## config.mk

```make
export PLATFORM = sky130hd
export DESIGN_NAME = bc_press
export DESIGN_NICKNAME = d
export VERILOG_FILES = /design/src/hdl/bc_pkg.sv /design/src/hdl/bc_press.sv
export SDC_FILE = /design/constraint.sdc
export NUM_CORES = 2
export LEC_CHECK = 0
export BUFFER_PORTS_ARGS = -buffer_cell sky130_fd_sc_hd__clkbuf_2
export CORE_MARGIN = 4
export CORE_UTILIZATION = 55
export CTS_CLUSTER_DIAMETER = 120
export DETAILED_ROUTE_END_ITERATION = 6
export GPL_ROUTABILITY_DRIVEN = 0
export PLACE_DENSITY = 0.81
export SETUP_SLACK_MARGIN = 0.1
export SYNTH_ARGS = -nofsm -noshare
export SYNTH_HDL_FRONTEND = slang
export SYNTH_SLANG_ARGS = --single-unit
```

## constraint.sdc

```tcl
create_clock -name clk -period 7.78 [get_ports clk]
set_input_delay 0.389 -clock clk [delete_from_list [all_inputs] [get_ports clk]]
set_output_delay 0.389 -clock clk [all_outputs]
set_load 0.01 [all_outputs]
```

## src/hdl/bc_pkg.sv

```systemverilog
package bc_pkg;

    localparam int RAW_W    = 24;
    localparam int CAL_W    = 16;
    localparam int DT_W     = 25;
    localparam int PROD1_W  = 42;
    localparam int DD_W     = 50;
    localparam int Q_W      = 18;
    localparam int T2_W     = 17;
    localparam int TEMP_W   = 20;
    localparam int QQ_W     = 36;
    localparam int SQ_W     = 35;
    localparam int FIVE_W   = 37;
    localparam int OFF_W    = 40;
    localparam int SENS_W   = 38;
    localparam int SPLIT    = 19;
    localparam int PLO_W    = 43;
    localparam int PHI_W    = 44;
    localparam int PROD_W   = 63;
    localparam int DIFF_W   = 43;
    localparam int OUT_W    = 32;
    localparam int STAGES   = 9;

    localparam int TEMP_SHIFT  = 23;
    localparam int OFF_SHIFT   = 7;
    localparam int SENS_SHIFT  = 8;
    localparam int T2_SHIFT    = 31;
    localparam int PRESS_SHIFT = 21;
    localparam int DIV_SHIFT   = 15;

    localparam logic signed [TEMP_W-1:0] TEMP_BASE = 20'sd2000;

    typedef enum logic [2:0] {
        CAL_PRESSURE_SENSITIVITY  = 3'd0,
        CAL_PRESSURE_OFFSET       = 3'd1,
        CAL_SENS_TEMP_COEFF       = 3'd2,
        CAL_OFFSET_TEMP_COEFF     = 3'd3,
        CAL_REFERENCE_TEMPERATURE = 3'd4,
        CAL_TEMP_SLOPE            = 3'd5
    } cal_idx_t;

    typedef struct packed {
        logic [CAL_W-1:0] pressure_sensitivity;
        logic [CAL_W-1:0] pressure_offset;
        logic [CAL_W-1:0] sens_temp_coeff;
        logic [CAL_W-1:0] offset_temp_coeff;
        logic [CAL_W-1:0] reference_temperature;
        logic [CAL_W-1:0] temp_slope;
    } cal_t;

    // First-order terms, before the low-temperature correction.
    typedef struct packed {
        logic signed [Q_W-1:0]    q;
        logic [T2_W-1:0]          t2;
        logic signed [OFF_W-1:0]  off1;
        logic signed [SENS_W-1:0] sens1;
        logic [RAW_W-1:0]         rp;
    } front_t;

    typedef struct packed {
        logic signed [TEMP_W-1:0] temp;
        logic                     low;
        logic signed [OFF_W-1:0]  off;
        logic signed [SENS_W-1:0] sens;
        logic [RAW_W-1:0]         rp;
    } corr_t;

    function automatic logic signed [OUT_W-1:0] sat32(input logic signed [63:0] v);
        logic signed [OUT_W-1:0] r;
        if (v > 64'sd2147483647)
        begin
            r = 32'sh7FFFFFFF;
        end
        else if (v < -64'sd2147483648)
        begin
            r = 32'sh80000000;
        end
        else
        begin
            r = v[OUT_W-1:0];
        end
        return r;
    endfunction

endpackage

```

## src/hdl/bc_press.sv

```systemverilog
module bc_press (
    input  logic                              clk,
    input  logic [3:0]                        en,
    input  bc_pkg::corr_t                     corr,
    output logic signed [bc_pkg::OUT_W-1:0]   temperature_centi,
    output logic signed [bc_pkg::OUT_W-1:0]   pressure_pa,
    output logic                              low_temp_corrected
);

    localparam int PLW = bc_pkg::PLO_W;
    localparam int PHW = bc_pkg::PHI_W;
    localparam int PRW = bc_pkg::PROD_W;
    localparam int DW  = bc_pkg::DIFF_W;
    localparam int SW  = bc_pkg::SENS_W;
    localparam int SP  = bc_pkg::SPLIT;
    localparam int TW  = bc_pkg::TEMP_W;
    localparam int OW  = bc_pkg::OFF_W;
    localparam int DIV_BIAS = (1 << bc_pkg::DIV_SHIFT) - 1;

    // The raw-pressure product is split on sensitivity into a low unsigned
    // part and a high signed part, recombined one stage later.
    logic [PLW-1:0] plo_reg, plo_next;
    logic signed [PHW-1:0] phi_reg, phi_next;
    logic signed [PRW-1:0] prod_reg, prod_next;
    logic signed [DW-1:0] diff_reg, diff_next;
    logic signed [DW-1:0] biased, quot;

    logic signed [TW-1:0] temp6_reg, temp7_reg, temp8_reg;
    logic low6_reg, low7_reg, low8_reg;
    logic signed [OW-1:0] off6_reg, off7_reg;

    logic signed [bc_pkg::OUT_W-1:0] temperature_centi_reg, pressure_pa_reg;
    logic low_temp_corrected_reg;

    assign plo_next  = PLW'(corr.rp) * PLW'(corr.sens[SP-1:0]);
    assign phi_next  = PHW'($signed({1'b0, corr.rp})) * PHW'($signed(corr.sens[SW-1:SP]));
    assign prod_next = (PRW'(phi_reg) <<< SP) + PRW'($signed({1'b0, plo_reg}));
    assign diff_next = DW'(prod_reg >>> bc_pkg::PRESS_SHIFT) - DW'(off7_reg);

    // Division by 2^15 truncates toward zero.
    assign biased = diff_reg + (diff_reg[DW-1] ? DW'(DIV_BIAS) : DW'(0));
    assign quot   = biased >>> bc_pkg::DIV_SHIFT;

    always_ff @(posedge clk)
    begin
        if (en[0])
        begin
            plo_reg   <= plo_next;
            phi_reg   <= phi_next;
            temp6_reg <= corr.temp;
            low6_reg  <= corr.low;
            off6_reg  <= corr.off;
        end
        if (en[1])
        begin
            prod_reg  <= prod_next;
            temp7_reg <= temp6_reg;
            low7_reg  <= low6_reg;
            off7_reg  <= off6_reg;
        end
        if (en[2])
        begin
            diff_reg  <= diff_next;
            temp8_reg <= temp7_reg;
            low8_reg  <= low7_reg;
        end
        if (en[3])
        begin
            temperature_centi_reg  <= bc_pkg::sat32(64'(temp8_reg));
            pressure_pa_reg        <= bc_pkg::sat32(64'(quot));
            low_temp_corrected_reg <= low8_reg;
        end
    end

    assign temperature_centi  = temperature_centi_reg;
    assign pressure_pa        = pressure_pa_reg;
    assign low_temp_corrected = low_temp_corrected_reg;

endmodule

```

== Yosys cells after proc, flatten, opt, wreduce, memory -nomap -nowiden ==
Index checks and enable logic that the tools add are counted.

* Register bits: 401
* Bits of input ports: 128
* Output and inout port bits: 65
* Word-level logic and storage cells: 27

* Add/sub/neg operators: 3
* Multiply operators: 2
* $lt $le $gt $ge: 4
* Mux-type cells: 3

{| class="wikitable"
|+ Operator list
! cell !! number
|-
| two-way mux 32 bit || 2
|-
| adder 63 x 44 -> 63 bit || 1
|-
| multiplier 25 x 19 -> 44 bit || 1
|-
| adder 43 x 16 -> 43 bit || 1
|-
| multiplier 24 x 19 -> 43 bit || 1
|-
| subtractor 42 x 40 -> 43 bit || 1
|-
| greater-than comparator 20 x 32 -> 1 bit (second input constant) || 1
|-
| greater-than comparator 28 x 32 -> 1 bit (second input constant) || 1
|-
| less-than comparator 20 x 32 -> 1 bit (second input constant) || 1
|-
| less-than comparator 28 x 32 -> 1 bit (second input constant) || 1
|-
| two-way mux 15 bit || 1
|}

== Depth between registers and ports, before layout ==
* Depth after elaboration: 4
* Gate-level depth with buffers: 27
* Depth with buffers taken out: 25

== Worst setup path after synthesis ==
Ideal clock, no wire load.

* Kind: input-to-reg
* Start: input port corr[9] in the netlist's numbering
* End: register phi_reg[43], data pin
* Setup time: 0.260 ns
* Arrival time: 6.547 ns
* Data required time: 7.520 ns
* Slack: 0.973 ns
* Stages: 24
* Path buffers: 2
* Path through: clkbuf_1 -> clkbuf_1 -> nand2_1 -> fa_1 -> inv_1 -> fa_1 -> inv_1 -> fa_1 -> fa_1 -> inv_1 -> fa_1 -> fa_1 -> ha_1 -> ha_1 -> a21o_1 -> a221o_1 -> a21oi_2 -> o211ai_1 -> a22o_1 -> a2111o_1 -> a41oi_2 -> o21ai_1 -> a21oi_1 -> xnor2_1

* Cells in the longest elaborated chain, start to end: 1

{| class="wikitable"
|+ Ends and longest elaborated chain
! what !! line !! source
|-
| from (decl) || bc_press.sv:4 || <nowiki>input bc_pkg::corr_t corr,</nowiki>
|-
| multiplier 25 x 19 -> 44 bit || bc_press.sv:36 || <nowiki>assign phi_next = PHW'($signed({1'b0, corr.rp})) * PHW'($signed(corr.sens[SW-1:SP]));</nowiki>
|-
| named net phi_next[43] || bc_press.sv:23 || <nowiki>logic signed [PHW-1:0] phi_reg, phi_next;</nowiki>
|-
| to (signal assigned) || bc_press.sv:49 || <nowiki>phi_reg <= phi_next;</nowiki>
|-
| to (decl) || bc_press.sv:23 ||
|}

The timed path passes the listed nets, and every way through them passes these cells.
A chain may end at the register's enable or synchronous reset.

== Final worst setup path ==
* Start: input port corr[9] in the netlist's numbering
* End: register plo_reg[34], data pin

* Cells in the longest elaborated chain, start to end: 1

{| class="wikitable"
|+ Ends and longest elaborated chain
! what !! line !! source
|-
| multiplier 24 x 19 -> 43 bit || bc_press.sv:35 || <nowiki>assign plo_next = PLW'(corr.rp) * PLW'(corr.sens[SP-1:0]);</nowiki>
|-
| named net plo_next[34] || bc_press.sv:22 || <nowiki>logic [PLW-1:0] plo_reg, plo_next;</nowiki>
|-
| to (signal assigned) || bc_press.sv:48 || <nowiki>plo_reg <= plo_next;</nowiki>
|-
| to (decl) || bc_press.sv:22 ||
|}

The timed path passes the listed nets, and every way through them passes these cells.

==> metrics.txt <==
vias per inst 5.409; Reg2Reg Launch Point diff_reg[42]$_DFFE_PP_; Die Wd 290.3 um; Worst Path Arrival 7.13 ns; synth top area cells fa_1 (34%), edfxtp_1 (24%), ha_1 (11%), inv_1 (7.8%), and2_1 (5.2%); CP Capture Type register; Vias 29660; DIE AREA 0.08425 mm^2; 1st-iter DRT viols 2111; max reg flops 44; Seq cells post-synth 347; Slew Viols, Final 0; Skew-Pair Late Insertion Delay 0.56 ns; RSZ-0062 raised after global routing false; Synth Flop Type edfxtp_1; count of hold buffers inserted by post-cts repair 38; WP buf/inv 8; Worst path depth 26; Final Cell Area 0.04713 mm^2; Cell Area, Placed 0.04582 mm^2; TNS Setup 0 ns; vias in the first global route 31760; CTS Root Buffer Type clkbuf_16; Residual DRC 0; max cap viols 0; FF-to-FF End pressure_pa[17]$_SDFFCE_PN1P_; final setup fails 0; Post CTS Setup Buffer Count 0; CTS HTree Levels 1; Max stage delay on crit path 0.56 ns; CTS sink count 347; critical path startpoint corr[9]; I/O pin cnt 193; first-pass GRT wire length 168800 um; Synth area leader fa_1; hold path cells 1; Hold Path Class input port to register; Tightest Pin Transition 0.8070 ns; status completed; gr ovfl total 0; slew margin rel. 46.20%; cts repair resizes 0; Area growth syn-to-layout 7.573%; NumNets Final 5654; R2R Setup Slk 4.02 ns; gr usage total 24.92%; synthesized cell area 0.04382 mm^2; most frequent CP cell fa_1; Clock Skews 0.01239 ns; Max Clk Rate 0.1462 GHz; Tmin final 6.839 ns; largest net degree at the start of global routing 82; Clock Tree Buf Depth 3; critical path's slowest cell fa_1; Routed Antenna Nets 0; DIE HEIGHT 290.3 um; Mapped Nets 5540; cts bufs inserted 29; final wirelength 102700 um; initial core utilization 55.46%; depth of the most critical reg-to-reg path 11; critical path type input port to register; Crit Path Max Fanout 20; critical path launch point type input port; post-synth top area share 34.08%; I/O Buffers 192; # rows 103; most frequent cells in the layout inv_1 (911), fa_1 (746), nand2_1 (584); core footprint 0.07900 mm^2; wire per inst 18.73 um; ys async rst share 0%; layout cells sized above 1 7.498%; DR pass1 iterations 5; placed wire-length estimate 80120 um; crit share post-route 87.90%; final hold vios 0; critical path's top delay family adder cells; Final Non-Filler Cells 5484; required time of the critical path 8.07 ns; clock slew at reported path FFs 0.07 ns; crit path capture plo_reg[34]$_DFFE_PP_; placed cell count 5386; post-synthesis sequential area ratio 23.78%; commonest non-fill, non-tap cell in the layout inv_1; Post-synth EDFFs 347; syn avg cell area 10.21 um^2; initial antenna violation count 7; Unique masters post-synth 67; Synth Instances 4291; Synth warnings 0; CTS tree built
==> cells in the mapped netlist (6+ instances only) <==
master / count
ha_1: 375
xor2_1: 54
a31o_2: 6
a21oi_1: 108
and2_1: 365
o21ai_1: 6
xnor2_1: 111
buf_4: 15
a31oi_1: 14
nand3_1: 34
or3_1: 6
nor2b_1: 34
edfxtp_1: 347
nand4_1: 24
a211oi_1: 8
inv_1: 911
and4_1: 7
clkbuf_1: 197
nand2_1: 584
o21ai_0: 55
fa_1: 746
nand2b_1: 19
nor2_1: 69
o21a_1: 16
and3_1: 20
nor3_1: 17
a21o_1: 69
o21bai_1: 18
==> through the flow <==
step	hold WS (ns)	setup slack, ns	utilization [%]
detailed placement	0.4045	0.4477	58.00
finish	0.02242	0.9414	59.66
global placement	0.4005	0.5949	58.00
CTS	0.001743	1.032	59.64
global route	0.0001793	0.6597	59.66
floorplan	0.4003	0.9727	-
==> worst reg2reg max path: cells and delay by family (launching register included) <==
kind	cells	cell delay [ns]
AOI/OAI and AO/OA	5	1.39
xor gates and xnor gates	1	0.14
and+or+nand+nor	4	0.77
adders and majority gates	1	0.40
DFF	1	0.81
==> worst min-delay path by stage <==
stage	slack [ns]	endpoint	from
floorplan	0.40	low7_reg$_DFFE_PP_	low6_reg$_DFFE_PP_
detailed placement	0.40	off7_reg[37]$_DFFE_PP_	off6_reg[37]$_DFFE_PP_
CTS	0.002	temp6_reg[3]$_DFFE_PP_	corr[106]
global placement	0.40	temperature_centi[2]$_SDFFCE_PN1P_	temp8_reg[2]$_DFFE_PP_
global route	0.0002	temp6_reg[9]$_DFFE_PP_	corr[112]
finish	0.02	temp6_reg[3]$_DFFE_PP_	corr[106]
==> final cells by class <==
cell class              count  area (um^2)
inverters                 911         3420
diodes                      6        15.01
flip-flops and latches    347        10420
clock inverters            22        180.2
clock buffers              32        737.0
well taps                1050         1314
multi-input cells        2817        29110
fillers                  6348        31870
repair buffers            299         1943
==> cells by family after synthesis <==
logic type | count (synthesis) | synth area share [%]
fa+ha+maj | 1121 | 44.79
buf+inv | 1127 | 9.792
compound gates | 342 | 5.069
xor+xnor | 165 | 3.298
simple gates | 1189 | 13.27
flops | 347 | 23.78
==> layer usage <==
layer  vias to the layer above  wire length (um)  GRT usage (%)
li1                      13370                 -              -
met5                         -                74              0
met4                         2              3848          8.060
met3                       239             10700          5.540
met2                      1454             47410          40.31
met1                     14600             40690          33.84
Power is not shown: default switching activity piles up to over one toggle a cycle in this logic, so the estimate is an artifact.
