### src/hdl/bc_pkg.sv
package bc_pkg;

    localparam int RAW_W    = 24;
    localparam int CAL_W    = 16;
    localparam int DT_W     = 25;
    localparam int PROD1_W  = 42;
    localparam int DD_W     = 50;
    localparam int Q_W      = 18;
    localparam int T2_W     = 17;
    localparam int TEMP_W   = 20;
    localparam int QQ_W     = 36;
    localparam int SQ_W     = 35;
    localparam int FIVE_W   = 37;
    localparam int OFF_W    = 40;
    localparam int SENS_W   = 38;
    localparam int SPLIT    = 19;
    localparam int PLO_W    = 43;
    localparam int PHI_W    = 44;
    localparam int PROD_W   = 63;
    localparam int DIFF_W   = 43;
    localparam int OUT_W    = 32;
    localparam int STAGES   = 9;

    localparam int TEMP_SHIFT  = 23;
    localparam int OFF_SHIFT   = 7;
    localparam int SENS_SHIFT  = 8;
    localparam int T2_SHIFT    = 31;
    localparam int PRESS_SHIFT = 21;
    localparam int DIV_SHIFT   = 15;

    localparam logic signed [TEMP_W-1:0] TEMP_BASE = 20'sd2000;

    typedef enum logic [2:0] {
        CAL_PRESSURE_SENSITIVITY  = 3'd0,
        CAL_PRESSURE_OFFSET       = 3'd1,
        CAL_SENS_TEMP_COEFF       = 3'd2,
        CAL_OFFSET_TEMP_COEFF     = 3'd3,
        CAL_REFERENCE_TEMPERATURE = 3'd4,
        CAL_TEMP_SLOPE            = 3'd5
    } cal_idx_t;

    typedef struct packed {
        logic [CAL_W-1:0] pressure_sensitivity;
        logic [CAL_W-1:0] pressure_offset;
        logic [CAL_W-1:0] sens_temp_coeff;
        logic [CAL_W-1:0] offset_temp_coeff;
        logic [CAL_W-1:0] reference_temperature;
        logic [CAL_W-1:0] temp_slope;
    } cal_t;

    // First-order terms, before the low-temperature correction.
    typedef struct packed {
        logic signed [Q_W-1:0]    q;
        logic [T2_W-1:0]          t2;
        logic signed [OFF_W-1:0]  off1;
        logic signed [SENS_W-1:0] sens1;
        logic [RAW_W-1:0]         rp;
    } front_t;

    typedef struct packed {
        logic signed [TEMP_W-1:0] temp;
        logic                     low;
        logic signed [OFF_W-1:0]  off;
        logic signed [SENS_W-1:0] sens;
        logic [RAW_W-1:0]         rp;
    } corr_t;

    function automatic logic signed [OUT_W-1:0] sat32(input logic signed [63:0] v);
        logic signed [OUT_W-1:0] r;
        if (v > 64'sd2147483647)
        begin
            r = 32'sh7FFFFFFF;
        end
        else if (v < -64'sd2147483648)
        begin
            r = 32'sh80000000;
        end
        else
        begin
            r = v[OUT_W-1:0];
        end
        return r;
    endfunction

endpackage

### src/hdl/bc_front.sv
module bc_front (
    input  logic                             clk,
    input  logic [2:0]                       en,
    input  bc_pkg::cal_t                     cal,
    input  logic [bc_pkg::RAW_W-1:0]         raw_temperature,
    input  logic [bc_pkg::RAW_W-1:0]         raw_pressure,
    output bc_pkg::front_t                   front
);

    localparam int DTW  = bc_pkg::DT_W;
    localparam int PW   = bc_pkg::PROD1_W;
    localparam int DDW  = bc_pkg::DD_W;
    localparam int OW   = bc_pkg::OFF_W;
    localparam int SW   = bc_pkg::SENS_W;
    localparam int TS   = bc_pkg::TEMP_SHIFT;
    localparam int QW   = bc_pkg::Q_W;
    localparam int T2S  = bc_pkg::T2_SHIFT;
    localparam int T2W  = bc_pkg::T2_W;
    localparam int TRUNC_BIAS = (1 << TS) - 1;

    logic signed [DTW-1:0] dt_reg, dt_next;
    logic [bc_pkg::RAW_W-1:0] rp1_reg, rp2_reg;

    logic signed [PW-1:0] mt_reg, mt_next;
    logic signed [PW-1:0] mo_reg, mo_next;
    logic signed [PW-1:0] ms_reg, ms_next;
    logic signed [DDW-1:0] dd;
    logic [T2W-1:0] t2_reg, t2_next;

    logic signed [16:0] slope_s, offc_s, sensc_s;
    logic signed [PW-1:0] biased;
    bc_pkg::front_t front_reg, front_next;

    assign dt_next = $signed({1'b0, raw_temperature})
                   - $signed({1'b0, cal.reference_temperature, 8'h00});

    assign slope_s = $signed({1'b0, cal.temp_slope});
    assign offc_s  = $signed({1'b0, cal.offset_temp_coeff});
    assign sensc_s = $signed({1'b0, cal.sens_temp_coeff});

    assign mt_next = PW'(dt_reg) * PW'(slope_s);
    assign mo_next = PW'(dt_reg) * PW'(offc_s);
    assign ms_next = PW'(dt_reg) * PW'(sensc_s);
    assign dd      = DDW'(dt_reg) * DDW'(dt_reg);
    // The square is never negative and stays below 2^48, so the shift is a slice.
    assign t2_next = dd[T2S+T2W-1:T2S];

    // Division by 2^23 truncates toward zero: negative values get a bias first.
    assign biased = mt_reg + (mt_reg[PW-1] ? PW'(TRUNC_BIAS) : PW'(0));

    always_comb
    begin
        front_next.q     = $signed(biased[TS+QW-1:TS]);
        front_next.t2    = t2_reg;
        front_next.off1  = OW'($signed({1'b0, cal.pressure_offset, 16'h0000}))
                         + OW'(mo_reg >>> bc_pkg::OFF_SHIFT);
        front_next.sens1 = SW'($signed({1'b0, cal.pressure_sensitivity, 15'h0000}))
                         + SW'(ms_reg >>> bc_pkg::SENS_SHIFT);
        front_next.rp    = rp2_reg;
    end

    always_ff @(posedge clk)
    begin
        if (en[0])
        begin
            dt_reg  <= dt_next;
            rp1_reg <= raw_pressure;
        end
        if (en[1])
        begin
            mt_reg  <= mt_next;
            mo_reg  <= mo_next;
            ms_reg  <= ms_next;
            t2_reg  <= t2_next;
            rp2_reg <= rp1_reg;
        end
        if (en[2])
        begin
            front_reg <= front_next;
        end
    end

    assign front = front_reg;

endmodule

### config.mk
export PLATFORM = sky130hd
export DESIGN_NAME = bc_front
export DESIGN_NICKNAME = d
export VERILOG_FILES = /design/src/hdl/bc_pkg.sv /design/src/hdl/bc_front.sv
export SDC_FILE = /design/constraint.sdc
export NUM_CORES = 2
export LEC_CHECK = 0
export BUFFER_PORTS_ARGS = -buffer_cell sky130_fd_sc_hd__buf_2
export CORE_MARGIN = 8
export CORE_UTILIZATION = 30
export CTS_CLUSTER_DIAMETER = 30
export CTS_CLUSTER_SIZE = 20
export DETAILED_ROUTE_END_ITERATION = 10
export GPL_TIMING_DRIVEN = 0
export SLEW_MARGIN = 20
export SYNTH_ARGS = -nofsm -noshare
export SYNTH_HDL_FRONTEND = slang
export SYNTH_SLANG_ARGS = --single-unit
### constraint.sdc
create_clock -name clk -period 12.3 [get_ports clk]
set_clock_uncertainty 0.2 [all_clocks]
set_input_delay 0.615 -clock clk [delete_from_list [all_inputs] [get_ports clk]]
set_output_delay 0.615 -clock clk [all_outputs]
set_load 0.02 [all_outputs]
# Word-level counts from Yosys, hierarchy flattened
# Cells that the tools add are included.
[word_totals]
ff_bits = 353
in_bits = 148
wordCells = 21
[classes]
addsub = 4
n_mul = 4
muxes = 1
[ops]
columns = ["cell", "n"]
rows = [
  ["25-bit by 17-bit multiplier with 42-bit output", 3],
  ["25-bit by 25-bit multiplier with 48-bit output", 1],
  ["41-bit by 24-bit adder with 41-bit output", 1],
  ["33-bit by 35-bit adder with 36-bit output", 1],
  ["32-bit by 34-bit adder with 35-bit output", 1],
  ["24-bit by 24-bit subtractor with 25-bit output", 1],
  ["23-bit two-way mux", 1],
]

# Longest topological paths before layout
[logic_depth]
word_depth = 2
depth_mapped = 29
depth_no_buf = 27

# Worst setup path after synthesis
# Ideal clock, no wire load.
[synth_timing]
kind = "flip-flop to flip-flop"
from = "register dt_reg[24]"
to = "register t2_reg[16], data pin"
arrival_ns = 7.132
required_time_ns = 11.840
setup_slack_ns = 4.708
stages_incl_launch_ff = 26
synth_period_minus_slack_ns = 7.592
path_cell_list = "edfxtp_1 clkbuf_1 buf_1 nand2_1 inv_1 fa_1 fa_1 inv_1 fa_1 inv_1 fa_1 fa_1 fa_1 inv_1 fa_1 inv_1 ha_1 nand4_1 or4_1 a211oi_1 nor2_1 a311oi_2 a221o_2 a211o_1 a21oi_2 xnor2_1"
[synth_between]
elab_chain_cells = 1
[synth_rtl]
columns = ["item", "line_no", "text"]
rows = [
  ["start, declared", "bc_front.sv:21", "logic signed [DTW-1:0] dt_reg, dt_next;"],
  ["start signal, assigned", "bc_front.sv:66", "dt_reg <= dt_next;"],
  ["25-bit by 25-bit multiplier with 48-bit output", "bc_front.sv:44", "assign dd = DDW'(dt_reg) * DDW'(dt_reg);"],
  ["net dd[47]", "bc_front.sv:27", "logic signed [DDW-1:0] dd;"],
  ["end signal, assigned", "bc_front.sv:74", "t2_reg <= t2_next;"],
  ["end, declared", "bc_front.sv:28", "logic [T2W-1:0] t2_reg, t2_next;"],
]
# The timed path passes the listed nets, and every way through them passes these cells.
# A chain may end at the register's enable or synchronous reset.

# Worst setup path after layout
# Same ends and word-level chain as after synthesis.

==> summary.txt <==
Status
  – Run status: completed

Yosys
  – Syn avg cell area: 9.965 um2
  – Syn_nets: 9872
  – Post-Synth Simple-Gate Area: 12.26%
  – Number of synthesized flops with an enable pin: 331
  – Cell variety after synth: 78
  – Post-synth top flop: edfxtp_1
  – Synth warnings: 0
  – Post-synthesis sequential area ratio: 13.41%
  – Yosys reg bits: 331
  – Most frequent cell after synthesis: inv_1
  – Post-Synthesis Cell Area: 74140 um2
  – Synth area leader: fa_1
  – Synth area leaders: fa_1 48%, edfxtp_1 13%, inv_1 10%
  – Post-synthesis xor/xnor area fraction: 2.587%
  – Mux cell area share after synthesis: 0.01350%
  – Compound-Gate Fraction of Synth Area: 3.554%
  – Main combinational cell family by area after synthesis: adder cells
  – Post-synth ARST share: 0%
  – Share of Yosys cell area claimed by the top area cell type: 47.58%
  – Post-synthesis adder-cell area fraction: 56.39%
  – Synth top cells by count: 2010 x inv_1, 1762 x fa_1, 943 x nand2_1
  – Mapped Cells: 7440

Flow run
  – Max-Cap Viols: 0

Hold path
  – Hold Path Cell Cnt: 3
  – Hold worst-path end: dt_reg[8]$_DFFE_PP_
  – Worst Hold Class: in -> reg
  – Worst Hold Launch: cal[16]

Global route
  – GRT Overall Usage: 20.81%
  – Total grt overflow: 0
  – M1 GR Usage: 27.21%
  – Global routing's busiest layer: met2
  – Global-route wire length before repair: 399000 um
  – Vias in the first global route: 58660
  – Antenna violations before repair: 86
  – Largest net degree at the start of global routing: 67
  – Routing usage on met3: 5.169%
  – GRT met2 Usage: 32.37%

Route
  – Wirelength per Cell: 24.34 um
  – WL final: 273100 um
  – Drt drc: 0
  – Vias per cell: 4.784
  – DRT Pass-1 Iters: 5
  – Post-DRT Antenna Nets: 0
  – Vias: 53680
  – DR iter-0 viols: 4327

Worst setup path
  – Crit end category: flip-flop
  – Slowest cell on crit path: clkbuf_1
  – Worst setup SP type: flip-flop
  – CP Data Arrival Time: 11320 ps
  – CP Data Required Time: 12600 ps
  – CP dominant cell by count: fa_1
  – Critical path cell sequence: clkbuf_1, clkbuf_1, and2_1, fa_1, fa_1, inv_1, fa_1, inv_1, fa_1, fa_1, fa_1, inv_1, fa_1, inv_1, ha_1, nand4_1, or4_1, a211oi_1, nor2_1, a311oi_2, a221o_2, a211o_1, a21oi_2, xnor2_1
  – Worst r2r dst: t2_reg[16]$_DFFE_PP_
  – Slowest Stage Delay on Critical Path: 970 ps
  – Critical R2R Launch: dt_reg[24]$_DFFE_PP_
  – R2R setup slack: 1280 ps
  – Top delay family on crit path: adder cells
  – Setup CP Type: reg -> reg
  – Worst Setup SP: dt_reg[24]$_DFFE_PP_
  – Crit path buffers/inverters: 6
  – Worst R2R Path Depth: 24
  – Crit Path Max Fanout: 11

Timing
  – Worst slew pin tran: 1411 ps
  – Slew Limit Fails: 0
  – Slew HR: 5.259%
  – Final Setup Violations: 0
  – Fin crit share: 89.58%
  – Final hold viol count: 0
  – Setup ws final: 1281 ps
  – Max Freq: 90.75 MHz
  – Fin Hold WS: 91.73 ps
  – Setup tns final: 0 ps
  – RSZ-0062 raised after global routing: false
  – Fin crit period: 11020 ps

Clock network
  – Clk_lat worst skew: 750 ps
  – CTS tree: done
  – H-tree level count: 3
  – CTS buffer count: 105
  – Clock Path Buffers: 3
  – # resized after CTS: 0
  – Total clock sinks: 331
  – Clock transition at path regs: 40 ps
  – Clk Tree Root Cell: clkbuf_16

Floorplan
  – Core area: 245900 um2
  – Die area: 263300 um2
  – Boundary Pins: 285
  – Die Ht: 513.1 um
  – Starting Density: 30.15%
  – Site Rows: 182
  – Die X: 513.1 um

Cells and area
  – FILL cells: 25070
  – Register area: 9940 um2
  – Multi-input logic area: 55460 um2
  – Area Growth Syn to Fin: 13.03%
  – Max reg flops: 130
  – Nets: 10300
  – Layout cells sized above 1: 7.362%

Place
  – Pre-CTS setup slack: 1157 ps
  – Hpwl dp: 224200 um
  – I/O Buffers: 278
  – GP Congestion: 1.003
[per-stage QoR]
| step | utilization (%) | std cells | area (um2) |
|---|---|---|---|
| finish | 34.08 | 11220 | 83810 |
| global route | 34.05 | 11190 | 83740 |
| CTS | 34.03 | 11180 | 83690 |
| detailed placement | 32.47 | 10950 | 79870 |
| global placement | 32.35 | 10940 | 79560 |
| floorplan | - | 7440 | 74140 |
[layout by cell type (no fill, tap or decap), types with 9 or more instances in the layout]
| cell type | count |
|---|---|
| a211oi_1 | 26 |
| a21boi_0 | 11 |
| a21o_1 | 50 |
| a21oi_1 | 129 |
| a31oi_1 | 9 |
| and2_1 | 618 |
| and3_1 | 21 |
| buf_2 | 277 |
| clkbuf_1 | 230 |
| clkbuf_16 | 108 |
| clkbuf_2 | 78 |
| clkinv_1 | 16 |
| clkinv_2 | 22 |
| clkinv_4 | 9 |
| clkinvlp_4 | 20 |
| diode_2 | 39 |
| dlygate4sd3_1 | 34 |
| edfxtp_1 | 331 |
| fa_1 | 1762 |
| ha_1 | 522 |
| inv_1 | 2010 |
| nand2_1 | 943 |
| nand2b_1 | 19 |
| nand3_1 | 35 |
| nand4_1 | 12 |
| nor2_1 | 123 |
| nor2b_1 | 38 |
| nor3_1 | 26 |
| o21a_1 | 25 |
| o21ai_0 | 63 |
| o21bai_1 | 13 |
| xnor2_1 | 158 |
| xor2_1 | 61 |
[per-layer routing]
metal,wire length (um),share of wire (%)
met1,110200,40
met2,121400,44
met3,26140,9.6
met4,15090,5.5
met5,245,0.090
[logic make-up (layout without fill, tap and decap cells)]
logic type               after synthesis  in the layout
buffers and inverters               2323           2843
adder cells (fa/ha/maj)             2284           2284
AND/OR/NAND/NOR                     1881           1881
AO/OA/AOI/OAI                        401            401
flip-flops                           331            331
XOR/XNOR                             219            219
multiplexers                           1              1
other                                  0             39
[what timing repair did]
item,4_1_cts,5_1_grt
endpoints found under the hold margin,34,0
setup buffers,0,0
hold buffers,34,0
[cell type report]
| class | instances | share of cell area, % |
|---|---|---|
| repair buffers | 321 | 2.326 |
| flip-flops and latches | 331 | 11.86 |
| clock inverters | 84 | 0.8958 |
| plain buffers | 313 | 1.553 |
| clock buffers | 115 | 3.256 |
| multi-input cells | 4786 | 66.18 |
| inverters | 2010 | 9.003 |
| diodes | 39 | 0.1165 |
| well taps | 3220 | 4.807 |
[worst max path at each step]
stage	cells past startpoint	endpoint	slack, ps
2_1_floorplan	25	t2_reg[16]$_DFFE_PP_	4710
3_3_place_gp	24	t2_reg[16]$_DFFE_PP_	490
3_5_place_dp	27	t2_reg[16]$_DFFE_PP_	1160
4_1_cts	27	t2_reg[16]$_DFFE_PP_	1140
5_1_grt	24	t2_reg[16]$_DFFE_PP_	770
6_report	24	t2_reg[16]$_DFFE_PP_	1280
[worst reg2reg max path, cell delays in order, from the launching register on]
cell      delay [ps]
edfxtp_1         690
clkbuf_1         630
clkbuf_1         980
and2_1           270
fa_1             570
fa_1             820
inv_1            300
fa_1             560
inv_1             50
fa_1             480
fa_1             500
fa_1             490
inv_1             50
fa_1             480
inv_1             50
ha_1             380
nand4_1          170
or4_1            620
a211oi_1         880
nor2_1           310
a311oi_2         580
a221o_2          320
a211o_1          190
a21oi_2           80
xnor2_1          120
Power is not shown: default switching activity piles up to over one toggle a cycle in this logic, so the estimate is an artifact.
