## config.mk

```make
export PLATFORM = sky130hd
export DESIGN_NAME = bc_corr
export DESIGN_NICKNAME = d
export VERILOG_FILES = /design/src/hdl/bc_pkg.sv /design/src/hdl/bc_corr.sv
export SDC_FILE = /design/constraint.sdc
export NUM_CORES = 1
export LEC_CHECK = 0
export BUFFER_PORTS_ARGS = -buffer_cell sky130_fd_sc_hd__buf_2
export CAP_MARGIN = 20
export CORE_MARGIN = 2
export CORE_UTILIZATION = 61
export DETAILED_ROUTE_END_ITERATION = 8
export HOLD_SLACK_MARGIN = 0.12
export PLACE_DENSITY = 0.91
export SLEW_MARGIN = 30
export SYNTH_ARGS = -nofsm -noshare
export SYNTH_HDL_FRONTEND = slang
export SYNTH_SLANG_ARGS = --single-unit
```

## constraint.sdc

```tcl
create_clock -name clk -period 7.3 [get_ports clk]
set_clock_uncertainty 0.2 [all_clocks]
set_input_delay 0.73 -clock clk [delete_from_list [all_inputs] [get_ports clk]]
set_output_delay 0.73 -clock clk [all_outputs]
set_load 0.01 [all_outputs]
```

## src/hdl/bc_pkg.sv

```systemverilog
package bc_pkg;

    localparam int RAW_W    = 24;
    localparam int CAL_W    = 16;
    localparam int DT_W     = 25;
    localparam int PROD1_W  = 42;
    localparam int DD_W     = 50;
    localparam int Q_W      = 18;
    localparam int T2_W     = 17;
    localparam int TEMP_W   = 20;
    localparam int QQ_W     = 36;
    localparam int SQ_W     = 35;
    localparam int FIVE_W   = 37;
    localparam int OFF_W    = 40;
    localparam int SENS_W   = 38;
    localparam int SPLIT    = 19;
    localparam int PLO_W    = 43;
    localparam int PHI_W    = 44;
    localparam int PROD_W   = 63;
    localparam int DIFF_W   = 43;
    localparam int OUT_W    = 32;
    localparam int STAGES   = 9;

    localparam int TEMP_SHIFT  = 23;
    localparam int OFF_SHIFT   = 7;
    localparam int SENS_SHIFT  = 8;
    localparam int T2_SHIFT    = 31;
    localparam int PRESS_SHIFT = 21;
    localparam int DIV_SHIFT   = 15;

    localparam logic signed [TEMP_W-1:0] TEMP_BASE = 20'sd2000;

    typedef enum logic [2:0] {
        CAL_PRESSURE_SENSITIVITY  = 3'd0,
        CAL_PRESSURE_OFFSET       = 3'd1,
        CAL_SENS_TEMP_COEFF       = 3'd2,
        CAL_OFFSET_TEMP_COEFF     = 3'd3,
        CAL_REFERENCE_TEMPERATURE = 3'd4,
        CAL_TEMP_SLOPE            = 3'd5
    } cal_idx_t;

    typedef struct packed {
        logic [CAL_W-1:0] pressure_sensitivity;
        logic [CAL_W-1:0] pressure_offset;
        logic [CAL_W-1:0] sens_temp_coeff;
        logic [CAL_W-1:0] offset_temp_coeff;
        logic [CAL_W-1:0] reference_temperature;
        logic [CAL_W-1:0] temp_slope;
    } cal_t;

    // First-order terms, before the low-temperature correction.
    typedef struct packed {
        logic signed [Q_W-1:0]    q;
        logic [T2_W-1:0]          t2;
        logic signed [OFF_W-1:0]  off1;
        logic signed [SENS_W-1:0] sens1;
        logic [RAW_W-1:0]         rp;
    } front_t;

    typedef struct packed {
        logic signed [TEMP_W-1:0] temp;
        logic                     low;
        logic signed [OFF_W-1:0]  off;
        logic signed [SENS_W-1:0] sens;
        logic [RAW_W-1:0]         rp;
    } corr_t;

    function automatic logic signed [OUT_W-1:0] sat32(input logic signed [63:0] v);
        logic signed [OUT_W-1:0] r;
        if (v > 64'sd2147483647)
        begin
            r = 32'sh7FFFFFFF;
        end
        else if (v < -64'sd2147483648)
        begin
            r = 32'sh80000000;
        end
        else
        begin
            r = v[OUT_W-1:0];
        end
        return r;
    endfunction

endpackage

```

## src/hdl/bc_corr.sv

```systemverilog
module bc_corr (
    input  logic           clk,
    input  logic [1:0]     en,
    input  bc_pkg::front_t front,
    output bc_pkg::corr_t  corr
);

    localparam int QQW = bc_pkg::QQ_W;
    localparam int SQW = bc_pkg::SQ_W;
    localparam int FW  = bc_pkg::FIVE_W;
    localparam int TW  = bc_pkg::TEMP_W;
    localparam int OW  = bc_pkg::OFF_W;
    localparam int SW  = bc_pkg::SENS_W;

    logic signed [QQW-1:0] qq;
    logic [SQW-1:0] sq_reg, sq_next;
    logic signed [TW-1:0] temp_reg, temp_next;
    logic low_reg, low_next;
    logic signed [OW-1:0] off1_reg;
    logic signed [SW-1:0] sens1_reg;
    logic [bc_pkg::RAW_W-1:0] rp_reg;

    logic [FW-1:0] five;
    bc_pkg::corr_t corr_reg, corr_next;

    assign qq       = QQW'(front.q) * QQW'(front.q);
    assign sq_next  = qq[SQW-1:0];
    assign low_next = front.q[bc_pkg::Q_W-1];

    // The second-order temperature term only applies below the base temperature.
    assign temp_next = bc_pkg::TEMP_BASE + TW'(front.q)
                     - (low_next ? TW'($signed({3'b000, front.t2})) : TW'(0));

    assign five = FW'(sq_reg) + {sq_reg, 2'b00};

    always_comb
    begin
        corr_next.temp = temp_reg;
        corr_next.low  = low_reg;
        corr_next.off  = off1_reg
                       - (low_reg ? OW'($signed({1'b0, five[FW-1:1]})) : OW'(0));
        corr_next.sens = sens1_reg
                       - (low_reg ? SW'($signed({1'b0, five[FW-1:2]})) : SW'(0));
        corr_next.rp   = rp_reg;
    end

    always_ff @(posedge clk)
    begin
        if (en[0])
        begin
            sq_reg    <= sq_next;
            temp_reg  <= temp_next;
            low_reg   <= low_next;
            off1_reg  <= front.off1;
            sens1_reg <= front.sens1;
            rp_reg    <= front.rp;
        end
        if (en[1])
        begin
            corr_reg <= corr_next;
        end
    end

    assign corr = corr_reg;

endmodule

```

-- Word-level counts from Yosys, hierarchy flattened
Cells that the tools add are included.
W data, S select, Z words.
- bits in registers: 281
- input port bits: 140
- multiplexer cells: 3
- add/subtract/negate cells: 5
- multipliers: 1
- operator list (operator ; count):
    $sub A40 B37 Y40 ; 1
    $sub A38 B36 Y38 ; 1
    $add A35 B37 Y37 ; 1
    $mux W36 ; 1
    $mul A18 B18 Y35 ; 1
    $mux W35 ; 1
    $sub A19 B18 Y20 ; 1
    $add A12 B18 Y19 const A ; 1
    $mux W17 ; 1

-- Depth between registers and ports, before layout
Gate-level depths: netlist of the first run.
- depth after elaboration: 3
- mapped depth: 27
- depth with buffers taken out: 25

-- Worst setup path before layout of the first run
OpenSTA, ideal clock, no wires.
- kind: input to register
- from: input port front[136] (netlist name)
- to: register sq_reg[32] (data pin)
- data required time: 6842 ps
- path buffers: 2
- stages: 25
- library setup time: 258 ps
- slack: 457 ps
- arrival time: 6386 ps
- path through: clkbuf_1 clkbuf_1 nand2_1 fa_1 inv_1 fa_1 inv_1 fa_1 fa_1 inv_1 fa_1 inv_1 fa_1 inv_1 ha_1 a21o_1 a21o_1 a21oi_1 nand3_1 o21ai_1 o21ai_1 a21o_1 a21o_1 a21oi_1 xnor2_1
- longest elaborated chain between the ends: 1
- ends and longest elaborated chain (item ; line ; RTL):
    start: declaration ; bc_corr.sv:4 ; input bc_pkg::front_t front,
    $mul A18 B18 Y35 ; bc_corr.sv:26 ; assign qq = QQW'(front.q) * QQW'(front.q);
    via qq[32] ; bc_corr.sv:15 ; logic signed [QQW-1:0] qq;
    end signal: assignment ; bc_corr.sv:51 ; sq_reg <= sq_next;
    end: declaration ; bc_corr.sv:16 ; logic [SQW-1:0] sq_reg, sq_next;
The timed path passes the listed nets, and every way through them passes these cells.
A chain may end at the register's enable or synchronous reset.

-- Final worst setup path of the first run
- from: input port front[136] (netlist name)
- to: register sq_reg[31] (data pin)
Same word-level chain as after synthesis.

==> metrics.yaml, run 1 <==
path_max_fanout: 13
yosysWarnings: 0
io_pins: 263
setup_tns_ps: 0
rows: 74
slew_violations: 0
post_cts.repair.setup_buffers: 0
max_stage_delay_ps: 570
hold_viol: 0
async_flop_share_pct: 0
synth.avg_cell_area_um2: 10.72
outcome: "completed"
htree_levels: 1
layout_min_cycle_time_ps: 6738
drtAntennaViolNets: 0
tightest_slew_ps: 935.5
routed_wl_mm: 61.00
fin_nets: 3327
crit_top_cell: "fa_1"
ys_types: 79
wl_per_cell_um: 19.02
die_h_um: 207.9
cts_max_path_buffers: 3
numCtsBuffers: 25
final_cell_mix: "inv_1, fa_1, edfxtp_1"
rsz0062_at_grt: "no"
grt-ovfl-total: 0
initial_utilization_pct: 61.95
met2_length_mm: 29.48
largest_reg_flops: 123
grt_pass1_wl_mm: 98.39
synth.top_cell.area_share_pct: 33.17
drive_gt1_share_pct: 13.95
synth-seq-area-share_pct: 33.17
root_buffer: "clkbuf_16"
post-synth-top-area-cell: "edfxtp_1"
die_w_um: 207.9
core_mm2: 0.04092
synth_nets: 3036
dieArea_mm2: 0.04321
tritoncts: "done"
vias: 18191
dpl.hpwl_mm: 49.34
path_class: "input port to flop"
wl_met1_mm: 24.29
synth_seq_cells: 280
drt-initial-drc-count: 1411
antenna_found_initial: 2
critical_path_arrival_ps: 6820
start_kind: "input port"
cts_resized: 0
synth_cells: 2365
syn_area_mm2: 0.02535
required_ps: 7380
detail_route.vias_per_cell: 5.672
ctsHoldBuffers: 0
final.period_utilization_pct: 92.30
maxCapViolations: 0
report.final.setup_viol: 0
worstPathCellList: "buf_2 -> inv_1 -> nor2_1 -> xnor2_1 -> ha_1 -> a31o_2 -> fa_1 -> fa_1 -> fa_1 -> fa_1 -> fa_1 -> ha_1 -> a211o_1 -> or3_1 -> o21ai_0 -> o21ai_0 -> a21oi_1 -> inv_1 -> a31oi_1 -> xnor2_1"
max_clock_freq_mhz: 148.4
timing.hold.ws_ps: 158.9
wl_met3_mm: 5.332
top_layer: "met4"
crit_path_end_kind: "flop"
cp_slowest_cell: "fa_1"
synth_area_leaders: "edfxtp_1, fa_1, ha_1, inv_1, xnor2_1"
grt_pass1_vias: 19082
area_growth_pct: 11.59
worstHoldPathType: "input port to flop"
grt_use_total_pct: 28.46
final_common_cell: "inv_1"
portBuffers: 262
clk_latency_ps: 540
ys.flop_type: "edfxtp_1"
grt_max_degree: 86
slew_headroom_pct: 37.63
gp_congestion: 0.9589
clock_sinks: 280
clkTransAtPathRegs_ps: 70
synth_edf_count: 280
first_pass_iters: 5
drc_errors: 0
-- layout make-up --
cell class                      instances  area, um^2
Antenna cell                            2       5.005
Clock buffer                           32       651.9
Clock inverter                         12       146.4
Fill cell                            2825       12630
Inverter                              502        1884
Multi-Input combinational cell       1545       14910
Sequential cell                       280        8408
Tap cell                              532       665.6
Timing Repair Buffer                  302        1620
-- Yosys cell counts, types with 3 or more instances --
master / count
a211o_1: 5
a211oi_1: 4
a211oi_2: 3
a21boi_0: 4
a21o_1: 56
a21oi_1: 126
a21oi_2: 3
a31o_2: 9
a31oi_1: 16
and2_1: 39
and3_1: 6
and4_1: 3
clkbuf_1: 35
edfxtp_1: 280
fa_1: 292
ha_1: 239
inv_1: 500
nand2_1: 204
nand2b_1: 19
nand3_1: 28
nand3b_1: 3
nand4_1: 9
nor2_1: 104
nor2b_1: 18
nor3_1: 16
o211ai_1: 8
o21a_1: 20
o21ai_0: 47
o21ai_1: 17
o21ai_2: 3
o21bai_1: 19
o221ai_1: 3
o31a_1: 4
or2_2: 6
or3_1: 6
or4_1: 4
xnor2_1: 105
xor2_1: 52
-- through the flow --
stage               cells  setup WS (ps)  util [%]  instance area (um^2)
finish               3207          562.3     69.13                 28290
global route         3207          283.9     69.13                 28290
CTS                  3205          627.0     69.11                 28280
detailed placement   3161          74.73     67.16                 27490
global placement     3161          263.7     67.16                 27490
floorplan            2365          456.5         -                 25350
-- worst max-delay path: cells and delay by family --
kind,cells,cell delay (ps)
AOI/OAI and AO/OA,6,1540
adders and majority gates,7,2990
and+or+nand+nor,2,570
xor gates and xnor gates,2,200
buffers and inverters,3,780
-- cells by family after synthesis --
kind of cell	share of synthesized area, %
simple gates	8.578
xor+xnor	5.424
compound gates	9.851
buf+inv	8.030
fa+ha+maj	34.85
flops	33.17
mux	0.08390
other cells	0.01479
-- metal layers --
layer  GRT usage [%]  vias up
li1                -     8321
met1           37.71     8815
met2           48.99      921
met3           3.722      134
met4           8.951        0
met5               0        -
-- worst paths after layout --
| check | startpoint | endpoint | slack (ps) | cells past startpoint |
|---|---|---|---|---|
| max | front[136] | sq_reg[31]$_DFFE_PP_ | 560 | 20 |
| min | front[65] | off1_reg[3]$_DFFE_PP_ | 160 | 1 |
| max reg2reg | sq_reg[2]$_DFFE_PP_ | corr[99]$_DFFE_PP_ | 1490 | 20 |
| min reg2reg | temp_reg[15]$_DFFE_PP_ | corr[118]$_DFFE_PP_ | 220 | 0 |
Power of run 1 is left out: the tool's default activity adds up to more than one toggle a clock period on the data nets, which glitch-free logic cannot reach.
==> run 2: changes to the inputs <==
--- a/config.mk
+++ b/config.mk
@@ -5,13 +5,14 @@
 export SDC_FILE = /design/constraint.sdc
 export NUM_CORES = 1
 export LEC_CHECK = 0
+export ABC_AREA = 1
 export BUFFER_PORTS_ARGS = -buffer_cell sky130_fd_sc_hd__buf_2
 export CAP_MARGIN = 20
 export CORE_MARGIN = 2
-export CORE_UTILIZATION = 61
+export CORE_UTILIZATION = 62
 export DETAILED_ROUTE_END_ITERATION = 8
 export HOLD_SLACK_MARGIN = 0.12
-export PLACE_DENSITY = 0.91
+export PLACE_DENSITY = 0.92
 export SLEW_MARGIN = 30
 export SYNTH_ARGS = -nofsm -noshare
 export SYNTH_HDL_FRONTEND = slang
==> run 2 against run 1 <==
Compared with the run above: the flow now finishes with violations (DRC); cell count grew 42%; highest routed layer unchanged; critical path depth grew 1; setup slack better by 310 ps; register-to-register slack better by 1200 ps.
==> metrics.yaml, run 2 <==
outcome: "complete, but fails checks"
failed_checks: "DRC"
synth_nets: 4319  # +42%
path_max_fanout: 28  # +15
area_growth_pct: 10.53
start_kind: "input port"
routed_wl_mm: 82.31  # +35%
root_buffer: "clkbuf_16"
max_stage_delay_ps: 580  # about the same
worstPathCellList: "buf_2 -> nand2_1 -> inv_1 -> fa_1 -> inv_1 -> fa_1 -> inv_1 -> ha_1 -> inv_1 -> fa_1 -> inv_1 -> fa_1 -> fa_1 -> ha_1 -> a21oi_1 -> a21boi_0 -> o21ai_0 -> nor2_1 -> nand2_1 -> nand2_1 -> nand2_1"
required_ps: 7390  # about the same
fin_nets: 4584  # +38%
cp_num_buf_inv: 6  # +3
wl_per_cell_um: 18.13  # -4.7%
numCtsBuffers: 34  # +36%
ys_types: 43  # -46%
synth-seq-area-share_pct: 28.56  # -4.6 points
critical_path_arrival_ps: 6510  # -310 ps
synthTopCellsByCount: "nand2_1, inv_1, fa_1, edfxtp_1, nor2_1"
detail_route.vias_per_cell: 5.529  # -2.5%
drtAntennaViolNets: 0  # unchanged
clkTransAtPathRegs_ps: 60  # about the same
cts_max_path_buffers: 3  # unchanged
synth.avg_cell_area_um2: 8.069  # -25%
async_flop_share_pct: 0  # unchanged
synth.top_cell.area_share_pct: 28.56  # -4.6 points
die_w_um: 221.9  # +6.7%
hold_viol: 0  # unchanged
slew_violations: 0  # unchanged
synth_seq_cells: 280  # unchanged
wl_met1_mm: 30.34  # +25%
grt_pass1_vias: 26074  # +37%
drt-initial-drc-count: 2252  # +60%
ctsHoldBuffers: 0  # unchanged
core_mm2: 0.04675  # +14%
die_h_um: 221.9  # +6.7%
syn_area_mm2: 0.02944  # +16%
yosysMostFrequentCell: "nand2_1"
crit_path_end_kind: "flop"
rows: 79  # +6.8%
post_cts.repair.setup_buffers: 0  # unchanged
wl_met3_mm: 6.483  # +22%
tritoncts: "done"
grt_pass1_wl_mm: 131.4  # +34%
synth_cells: 3648  # +54%
first_pass_iters: 8  # +3
cp_slowest_cell: "fa_1"
clock_sinks: 280  # unchanged
initial_utilization_pct: 62.96  # +1.0 points
largest_reg_flops: 123  # unchanged
grt-ovfl-total: 0  # unchanged
gp_congestion: 0.9797  # +2.2%
report.final.setup_viol: 0  # unchanged
final.period_utilization_pct: 88.00  # -4.3 points
synth_edf_count: 280  # unchanged
layout_min_cycle_time_ps: 6424  # -314.1 ps
tightest_slew_ps: 1051  # +115.0 ps
portBuffers: 262  # unchanged
max_clock_freq_mhz: 155.7  # +4.9%
insertedDiodeCount: 0  # -2
cts_resized: 0  # unchanged
grt_use_total_pct: 34.18  # +5.7 points
final_cell_mix: "nand2_1, inv_1, fa_1"
htree_levels: 2  # +1
antenna_found_initial: 0  # -2
drc_errors: 1  # +1
yosysWarnings: 0  # unchanged
cp_top_family: "adder cells"
worstHoldPathType: "input port to flop"
final_common_cell: "nand2_1"
io_pins: 263  # unchanged
clk_latency_ps: 550  # about the same
grt_max_degree: 89  # +3.5%
post-synth-top-area-cell: "edfxtp_1"
dpl.hpwl_mm: 67.07  # +36%
ys.flop_type: "edfxtp_1"
rsz0062_at_grt: "no"
maxCapViolations: 0  # unchanged
dieArea_mm2: 0.04924  # +14%
synth_area_leaders: "edfxtp_1, fa_1, nand2_1, inv_1, ha_1"
met2_length_mm: 39.82  # +35%
drive_gt1_share_pct: 9.280  # -4.7 points
top_layer: "met4"
slew_headroom_pct: 29.22  # -8.4 points
setup_tns_ps: 0  # unchanged
vias: 25101  # +38%
path_class: "input port to flop"
run 2: cells by family (layout without fill, tap and decap cells):
logic type,Yosys count,count (layout),synth area share [%]
simple gates,1549,1549,21.48
buf+inv,896,1181,11.43
fa+ha+maj,531,531,30.02
compound gates,297,297,5.691
flops,280,280,28.56
xor+xnor,93,93,2.767
other cells,1,1,0.01274
mux,1,1,0.03825
run 2: routing by layer:
metal / vias up / global-route usage [%]
li1: 11815 / -
met1: 11684 / 40.41
met2: 1261 / 59.20
met3: 341 / 5.182
met4: 0 / 20.47
met5: - / 0
run 2: worst register-to-register path: cells and delay by family, from the launching register on:
kind	cells	cell delay, ps
and+or+nand+nor	11	1200
AOI/OAI and AO/OA	4	1510
adders and majority gates	3	1080
DFF	1	430
run 2: area by class of cell:
type,instances,area [um^2]
multi-input cells,2472,17660
fillers,3608,14220
flip-flops and latches,280,8408
inverters,852,3198
repair buffers,273,1410
clock buffers,38,887.1
well taps,607,759.5
clock inverters,18,211.5
run 2: path summary, 6_finish.rpt:
check / start / endpoint / slack (ps) / depth (start not counted)
setup / recovery: front[136] / sq_reg[32]$_DFFE_PP_ / 880 / 21
hold / removal: front[93] / off1_reg[31]$_DFFE_PP_ / 150 / 1
setup reg to reg: sq_reg[2]$_DFFE_PP_ / corr[100]$_DFFE_PP_ / 2670 / 18
hold reg to reg: rp_reg[14]$_DFFE_PP_ / corr[14]$_DFFE_PP_ / 220 / 0
run 2: through the flow:
| stage | util (%) | hold WS (ps) | std cells | setup WS, ps | cell area (um^2) |
|---|---|---|---|---|---|
| 3_5_place_dp | 67.24 | 204.5 | 4484 | 366.9 | 31440 |
| 4_1_cts | 69.59 | 129.9 | 4540 | 920.6 | 32530 |
| 6_report | 69.59 | 148.3 | 4540 | 876.4 | 32540 |
| 5_1_grt | 69.59 | 133.9 | 4540 | 446.4 | 32540 |
| 3_3_place_gp | 67.24 | 200.3 | 4484 | 577.7 | 31440 |
| 2_1_floorplan | - | 200.3 | 3648 | 950.6 | 29440 |
Power of run 2 is left out for the same reason.
